==> src/hdl/double_ended_queue_top_assert.svh <==
// ---------------------------------------------------------------------------
// Assertion macros for the double-ended queue
// Same-cycle and next-cycle implication checks on clock / reset.
// ---------------------------------------------------------------------------
`ifndef DOUBLE_ENDED_QUEUE_TOP_ASSERT_SVH
`define DOUBLE_ENDED_QUEUE_TOP_ASSERT_SVH

// antecedent implies consequent in the same cycle
`define DQ_ASSERT_NOW(lbl, ante, cons, msg) \
   lbl: assert property (@(posedge clock) disable iff (reset) (ante) |-> (cons)) \
      else $error(msg);

// antecedent implies consequent in the next cycle
`define DQ_ASSERT_NEXT(lbl, ante, cons, msg) \
   lbl: assert property (@(posedge clock) disable iff (reset) (ante) |=> (cons)) \
      else $error(msg);

`endif

==> src/hdl/dq_pkg.sv <==
// ---------------------------------------------------------------------------
// dq_pkg
// Shared types and constants of the double-ended queue.
// ---------------------------------------------------------------------------
`default_nettype none

package dq_pkg;

   localparam int unsigned DEFAULT_DEPTH = 16;
   localparam int unsigned WORD_W        = 32;
   localparam int unsigned ACTION_W      = 2;
   localparam int unsigned STATUS_W      = 2;
   // action + value, padded to whole bytes
   localparam int unsigned REQ_BITS      = ACTION_W + WORD_W;
   localparam int unsigned REQ_W         = ((REQ_BITS + 7) / 8) * 8;

   typedef enum logic [ACTION_W-1:0] {
      ACT_PUSH_FRONT = 2'd0,
      ACT_PUSH_REAR  = 2'd1,
      ACT_POP_FRONT  = 2'd2,
      ACT_POP_REAR   = 2'd3
   } action_type;

   typedef enum logic [STATUS_W-1:0] {
      ST_OK    = 2'd0,
      ST_EMPTY = 2'd1,
      ST_FULL  = 2'd2
   } status_type;

   typedef enum logic [1:0] {
      S_IDLE,
      S_READ,
      S_RESP
   } state_type;

   // controller -> datapath commands
   typedef struct packed {
      logic exec;    // apply the accepted request to indices and store
      logic fetch;   // read front and rear words into the result registers
   } cmd_type;

endpackage

`default_nettype wire

==> src/hdl/dq_datapath.sv <==
// ---------------------------------------------------------------------------
// dq_datapath
// Ring store, head/tail indices, element count and result registers.
// ---------------------------------------------------------------------------
`default_nettype none
`include "double_ended_queue_top_assert.svh"

module dq_datapath
   import dq_pkg::*;
#(
   parameter  int unsigned DEPTH = DEFAULT_DEPTH,
   localparam int unsigned AW    = (DEPTH > 1) ? $clog2(DEPTH) : 1,
   localparam int unsigned CW    = $clog2(DEPTH + 1)
) (
   input  wire logic                     clock,
   input  wire logic                     reset,
   input  wire cmd_type                  cmd,
   input  wire action_type               req_action,
   input  wire logic signed [WORD_W-1:0] req_value,
   output status_type                    rsp_status,
   output logic [CW-1:0]                 rsp_count,
   output logic                          rsp_is_empty,
   output logic signed [WORD_W-1:0]      rsp_front_value,
   output logic signed [WORD_W-1:0]      rsp_rear_value
);

   localparam logic [AW-1:0] LAST_IDX  = AW'(DEPTH - 1);
   localparam logic [CW-1:0] FULL_CNT  = CW'(DEPTH);

   function automatic logic [AW-1:0] idx_inc(input logic [AW-1:0] i);
      return (i == LAST_IDX) ? '0 : AW'(i + 1'b1);
   endfunction

   function automatic logic [AW-1:0] idx_dec(input logic [AW-1:0] i);
      return (i == '0) ? LAST_IDX : AW'(i - 1'b1);
   endfunction

   logic [AW-1:0]         head_ff, head_in;
   logic [AW-1:0]         tail_ff, tail_in;
   logic [CW-1:0]         count_ff, count_in;
   status_type            status_ff, status_in;
   logic [WORD_W-1:0]     store [DEPTH];
   logic [WORD_W-1:0]     front_rd_ff, rear_rd_ff;
   logic                  wr_en;
   logic [AW-1:0]         wr_addr;
   logic                  is_full, is_empty;

   assign is_full  = (count_ff == FULL_CNT);
   assign is_empty = (count_ff == '0);

   always_comb begin
      head_in   = head_ff;
      tail_in   = tail_ff;
      count_in  = count_ff;
      status_in = status_ff;
      wr_en     = 1'b0;
      wr_addr   = tail_ff;
      if (cmd.exec) begin
         status_in = ST_OK;
         unique case (req_action)
            ACT_PUSH_FRONT: begin
               if (is_full) begin
                  status_in = ST_FULL;
               end else begin
                  head_in  = idx_dec(head_ff);
                  wr_en    = 1'b1;
                  wr_addr  = idx_dec(head_ff);
                  count_in = CW'(count_ff + 1'b1);
               end
            end
            ACT_PUSH_REAR: begin
               if (is_full) begin
                  status_in = ST_FULL;
               end else begin
                  tail_in  = idx_inc(tail_ff);
                  wr_en    = 1'b1;
                  wr_addr  = tail_ff;
                  count_in = CW'(count_ff + 1'b1);
               end
            end
            ACT_POP_FRONT: begin
               if (is_empty) begin
                  status_in = ST_EMPTY;
               end else begin
                  head_in  = idx_inc(head_ff);
                  count_in = CW'(count_ff - 1'b1);
               end
            end
            ACT_POP_REAR: begin
               if (is_empty) begin
                  status_in = ST_EMPTY;
               end else begin
                  tail_in  = idx_dec(tail_ff);
                  count_in = CW'(count_ff - 1'b1);
               end
            end
            default: begin
               status_in = ST_OK;
            end
         endcase
      end
   end

   always_ff @(posedge clock) begin
      if (reset) begin
         head_ff   <= '0;
         tail_ff   <= '0;
         count_ff  <= '0;
         status_ff <= ST_OK;
      end else begin
         head_ff   <= head_in;
         tail_ff   <= tail_in;
         count_ff  <= count_in;
         status_ff <= status_in;
      end
   end

   // ring store: one write port, two registered read ports
   always_ff @(posedge clock) begin
      if (wr_en) begin
         store[wr_addr] <= req_value;
      end
   end

   always_ff @(posedge clock) begin
      if (cmd.fetch) begin
         front_rd_ff <= store[head_ff];
         rear_rd_ff  <= store[idx_dec(tail_ff)];
      end
   end

   // empty deque reports zero words
   assign rsp_status      = status_ff;
   assign rsp_count       = count_ff;
   assign rsp_is_empty    = is_empty;
   assign rsp_front_value = is_empty ? '0 : front_rd_ff;
   assign rsp_rear_value  = is_empty ? '0 : rear_rd_ff;

   `DQ_ASSERT_NOW(a_count_bound, 1'b1, count_ff <= FULL_CNT, "count exceeds depth")
   `DQ_ASSERT_NOW(a_ring_closed, (count_ff == '0) || (count_ff == FULL_CNT),
                  head_ff == tail_ff, "head and tail disagree at empty or full")
   `DQ_ASSERT_NEXT(a_refused_holds, cmd.exec && (status_in != ST_OK),
                   $stable(count_ff) && $stable(head_ff) && $stable(tail_ff),
                   "refused request changed state")

endmodule

`default_nettype wire

==> src/hdl/dq_controller.sv <==
// ---------------------------------------------------------------------------
// dq_controller
// Request sequencer: accept, read back front/rear, present result.
// ---------------------------------------------------------------------------
`default_nettype none
`include "double_ended_queue_top_assert.svh"

module dq_controller
   import dq_pkg::*;
(
   input  wire logic clock,
   input  wire logic reset,
   input  wire logic req_tvalid,
   output logic      req_tready,
   output logic      rsp_tvalid,
   input  wire logic rsp_tready,
   output cmd_type   cmd
);

   state_type state_ff, state_in;

   always_ff @(posedge clock) begin
      if (reset) begin
         state_ff <= S_IDLE;
      end else begin
         state_ff <= state_in;
      end
   end

   always_comb begin
      state_in   = state_ff;
      req_tready = 1'b0;
      rsp_tvalid = 1'b0;
      cmd        = '0;
      unique case (state_ff)
         S_IDLE: begin
            req_tready = 1'b1;
            if (req_tvalid) begin
               cmd.exec = 1'b1;
               state_in = S_READ;
            end
         end
         S_READ: begin
            cmd.fetch = 1'b1;
            state_in  = S_RESP;
         end
         S_RESP: begin
            rsp_tvalid = 1'b1;
            if (rsp_tready) begin
               state_in = S_IDLE;
            end
         end
         default: begin
            state_in = S_IDLE;
         end
      endcase
   end

   `DQ_ASSERT_NOW(a_one_side, 1'b1, !(req_tready && rsp_tvalid), "ready and valid together")
   `DQ_ASSERT_NEXT(a_no_overlap, req_tvalid && req_tready, !req_tready,
                   "second request taken before result")
   `DQ_ASSERT_NEXT(a_back_to_idle, rsp_tvalid && rsp_tready, req_tready,
                   "not ready after result taken")

endmodule

`default_nettype wire

==> src/hdl/double_ended_queue_top.sv <==
// ---------------------------------------------------------------------------
// double_ended_queue_top
// Bounded double-ended queue of signed 32-bit words in a ring store.
// ---------------------------------------------------------------------------
//  channel | dir | tdata fields (low bit up)                           | tuser
//  req_    | in  | action[1:0], value[33:2], zero pad to 40 bits       | none
//  rsp_    | out | status, count, is_empty, front_value, rear_value    | none
//
//  Sequence: a request is accepted and applied, then the store is read, then
//  the result is shown; the next request is taken the cycle after the result
//  is consumed. The separate store read step is set by the registered
//  two-address read of the ring store.
//  Reset: synchronous, clears indices, count and the sequencer; store is
//  not cleared (only live slots are ever reported).
//  Stalls: a held result blocks new requests until rsp_tready.
// ---------------------------------------------------------------------------
`default_nettype none

module double_ended_queue_top
   import dq_pkg::*;
#(
   parameter  int unsigned DEPTH    = DEFAULT_DEPTH,
   localparam int unsigned CW       = $clog2(DEPTH + 1),
   localparam int unsigned RSP_BITS = STATUS_W + CW + 1 + 2 * WORD_W,
   localparam int unsigned RSP_W    = ((RSP_BITS + 7) / 8) * 8
) (
   input  wire logic             clock,
   input  wire logic             reset,
   // request: action[1:0], value[33:2], zeros above
   input  wire logic             req_tvalid,
   output logic                  req_tready,
   input  wire logic [REQ_W-1:0] req_tdata,
   // result: status[1:0], count[CW+1:2], is_empty, front_value, rear_value,
   // zeros above
   output logic                  rsp_tvalid,
   input  wire logic             rsp_tready,
   output logic [RSP_W-1:0]      rsp_tdata
);

   cmd_type                  cmd;
   action_type               req_action;
   logic signed [WORD_W-1:0] req_value;
   status_type               rsp_status;
   logic [CW-1:0]            rsp_count;
   logic                     rsp_is_empty;
   logic signed [WORD_W-1:0] rsp_front_value;
   logic signed [WORD_W-1:0] rsp_rear_value;

   // unpack request fields
   assign req_action = action_type'(req_tdata[ACTION_W-1:0]);
   assign req_value  = req_tdata[ACTION_W +: WORD_W];

   // sequencer: one request in flight, result held until taken
   dq_controller u_ctrl (
      .clock      (clock),
      .reset      (reset),
      .req_tvalid (req_tvalid),
      .req_tready (req_tready),
      .rsp_tvalid (rsp_tvalid),
      .rsp_tready (rsp_tready),
      .cmd        (cmd)
   );

   // ring store, indices, count and result registers
   dq_datapath #(
      .DEPTH (DEPTH)
   ) u_dp (
      .clock           (clock),
      .reset           (reset),
      .cmd             (cmd),
      .req_action      (req_action),
      .req_value       (req_value),
      .rsp_status      (rsp_status),
      .rsp_count       (rsp_count),
      .rsp_is_empty    (rsp_is_empty),
      .rsp_front_value (rsp_front_value),
      .rsp_rear_value  (rsp_rear_value)
   );

   // pack result, zero-filled to whole bytes
   assign rsp_tdata = RSP_W'({rsp_rear_value, rsp_front_value, rsp_is_empty,
                              rsp_count, rsp_status});

endmodule

`default_nettype wire
==> config.mk <==
export PLATFORM = sky130hd
export DESIGN_NAME = double_ended_queue_top
export DESIGN_NICKNAME = d
export VERILOG_FILES = /design/src/hdl/dq_pkg.sv /design/src/hdl/dq_datapath.sv /design/src/hdl/dq_controller.sv /design/src/hdl/double_ended_queue_top.sv
export VERILOG_INCLUDE_DIRS = /design/src /design/src/hdl
export SDC_FILE = /design/constraint.sdc
export NUM_CORES = 1
export LEC_CHECK = 0
export BUFFER_PORTS_ARGS = -buffer_cell sky130_fd_sc_hd__buf_2
export CAP_MARGIN = 20
export CORE_UTILIZATION = 40
export DETAILED_ROUTE_END_ITERATION = 10
export PLACE_DENSITY_LB_ADDON = 0.05
export SYNTH_ARGS = -nofsm -noshare
export SYNTH_HDL_FRONTEND = slang
export SYNTH_SLANG_ARGS = --single-unit
==> constraint.sdc <==
create_clock -name clock -period 6.1 [get_ports clock]
set_clock_uncertainty 0.15 [all_clocks]
set_input_delay 1.83 -clock clock [delete_from_list [all_inputs] [get_ports clock]]
set_output_delay 1.83 -clock clock [all_outputs]
set_load 0.01 [all_outputs]
==> results.toml <==
[outcome]
status = "finished, violations left"
violations = "design-rule violations"

[route]
wl_per_cell_um = 29.7
vias = 13800
viasPerCell = 5.91
drtIter0Drc = 1116
routed_wl_um = 69600
drt.antenna.violating_nets = 0
first_pass_iters = 8
drc = 1

[floorplanning]
die_w_um = 260
dieArea_sq_mm = 0.0675
die_y_um = 260
coreArea_sq_mm = 0.0657
start_util_pct = 40.4
rows = 94
io_pins = 118

[finish]
fin_nets = 1486
fin_util_pct = 46.5
drive_gt1_share_pct = 38.0
fillers = 5492
area_growth_pct = 15.0
diodes = 0
final_cells = 2342
design_area_sq_mm = 0.0306

[setup_path]
crit_fanout = 41
arrival_ps = 2550
crit_type = "reg -> out"
end_kind = "primary output"
crit_required_ps = 4120
crit_path_start_kind = "flip-flop"

[logic_synthesis]
synth_top_area_cell = "edfxtp_1"
yosysSeqAreaShare_pct = 66.4
synth-main-ff-cell = "edfxtp_1"
synth_cells = 1311
post_synth_instance_area_sq_mm = 0.0266
ys_ff_latch = 593
ys_top_cells_by_count = "576 x edfxtp_1, 287 x mux4_2, 95 x nand2_1"
yosys_warnings = 0
synth.top_cells.by_area = "edfxtp_1 65%, mux4_2 24%, nor2b_1 1.6%, nand2_1 1.3%, dfxtp_1 1.3%"
synth_edf_count = 576
postSynthNetCount = 1363
yosysMostFrequentCell = "edfxtp_1"
ys_types = 48
async_reset_ff_share_pct = 0
synth_top_area_share_pct = 65.1
avgSynthCellArea_sq_um = 20.3

[clock_tree]
cts_buffer_depth = 3
clkLatencyLatePin_ps = 590
hold_buffers = 0
cts_made_buffers = 67
root_buffer = "clkbuf_16"
post_cts_resized = 0
cts_tree = "built"
clock-sinks = 593
postCtsSetupRepairBufs = 0
clkTransAtPathRegs_ps = 60
htree_levels = 3

[global_routing]
antenna_found_initial = 2
grt_max_degree = 109
grt.overflow.total = 0
grt.total_usage_pct = 21.1
grt_first_pass_wirelength_um = 101000
grt_pass1_vias = 14500

[pwr]
p_leak_nw = 9.46
seqPwrFrac_pct = 45.6
p_clk_share_pct = 37.8
power_density_mw_per_mm2 = 336
pwr-share-comb_pct = 16.5
power_switching_share_pct = 25.8
p_total_mw = 10.3
ir_drop_uv = 233
p_switching_mw = 2.65
internal-power_mw = 7.62

[sta]
slew_violations = 0
final-hold-violation-count = 0
fin_tns_setup_ps = 0
period_share_pct = 74.3
slew_headroom_pct = 26.2
rsz0062_at_grt = "no"
fmax_mhz = 221
setup_viol = 0
fin_ws_ps = 1570
fin_crit_ps = 4530
tightest_slew_ps = 1110
hold_ws_ps = 300

[hold_path]
hp-class = "reg -> reg"

[placement]
numPlacedInstances = 2228
port_buffers = 111
routabilityCongestion = 0.718
dp_hpwl_um = 37200
postPlaceCellArea_sq_mm = 0.0285
pre_cts_ws_ps = 968

[job]
drv_cap = 0
per-layer routing:
metal,track usage [%],part of all wire [%]
met1,29.3,43
met2,34.2,49
met3,3.86,5.7
met4,5.60,1.7
met5,0,0.034
cell type report:
| type | instances | area [sq um] | share of cell area, % |
|---|---|---|---|
| Sequential cell | 593 | 17600 | 57.7 |
| Multi-Input combinational cell | 607 | 8640 | 28.3 |
| Clock buffer | 83 | 1800 | 5.89 |
| Timing Repair Buffer | 152 | 1080 | 3.54 |
| Tap cell | 864 | 1080 | 3.54 |
| Clock inverter | 30 | 270 | 0.884 |
| Inverter | 13 | 48.8 | 0.160 |
worst paths after layout:
check / start / to / slack [ps] / cells after the start
max reg2reg: u_dp.tail_ff[0]$_SDFFE_PP0P_ / u_dp.rear_rd_ff[17]$_DFFE_PN_ / 2380 / 8
min reg2reg: u_dp.rsp_status[0]$_SDFFE_PP0P_ / u_dp.rsp_status[0]$_SDFFE_PP0P_ / 300 / 2
max: u_dp.rsp_count[0]$_SDFFE_PP0P_ / rsp_tdata[60] / 1570 / 5
min: u_dp.rsp_status[0]$_SDFFE_PP0P_ / u_dp.rsp_status[0]$_SDFFE_PP0P_ / 300 / 2
worst max-delay path, stage by stage, from the launching register on:
cell     delay [ps]
dfxtp_1         370
or4_1           640
nor2_4          130
buf_4           420
nor2b_1         170
buf_2           180
cell families after synthesis:
| family | synth area share [%] |
|---|---|
| flip-flops | 66.4 |
| multiplexers | 24.6 |
| AND/OR/NAND/NOR | 3.92 |
| buffers and inverters | 1.86 |
| AO/OA/AOI/OAI | 2.61 |
| XOR/XNOR | 0.264 |
| adder cells (fa/ha/maj) | 0.405 |
layout by cell type (no fill, tap or decap), drive strengths merged, types with 3 or more instances in the layout:
cell type,instances
and2,3
nand3,3
a21oi,17
bufinv,5
nand2,95
buf,152
nor2,29
a211oi,5
a31oi,3
o21a,4
mux2i,5
dfxtp,17
o21ai,7
nor2b,69
mux4,287
ha,7
clkbuf,83
inv,13
a222oi,33
edfxtp,576
o31ai,3
clkinv,25
xnor2,6
registers in the layout, summed over array words and instances, names as in the netlist:
register,count
u_dp.store,512
u_dp.front_rd_ff,32
u_dp.rear_rd_ff,32
u_dp.rsp_count,5
u_dp.head_ff,4
u_dp.tail_ff,4
u_ctrl.state_ff,2
u_dp.rsp_status,2
power groups by stage:
stage / Clock [mW] / Combinational [mW] / Sequential, mW
after floorplan: 0 / 1.11 / 4.73
after global routing: 4.12 / 1.84 / 4.70
after CTS: 3.99 / 1.73 / 4.70
final: 3.88 / 1.70 / 4.68
after detailed placement: 0 / 1.72 / 4.78
after global placement: 0 / 1.73 / 4.78
Power figures use the tool's default switching activity.
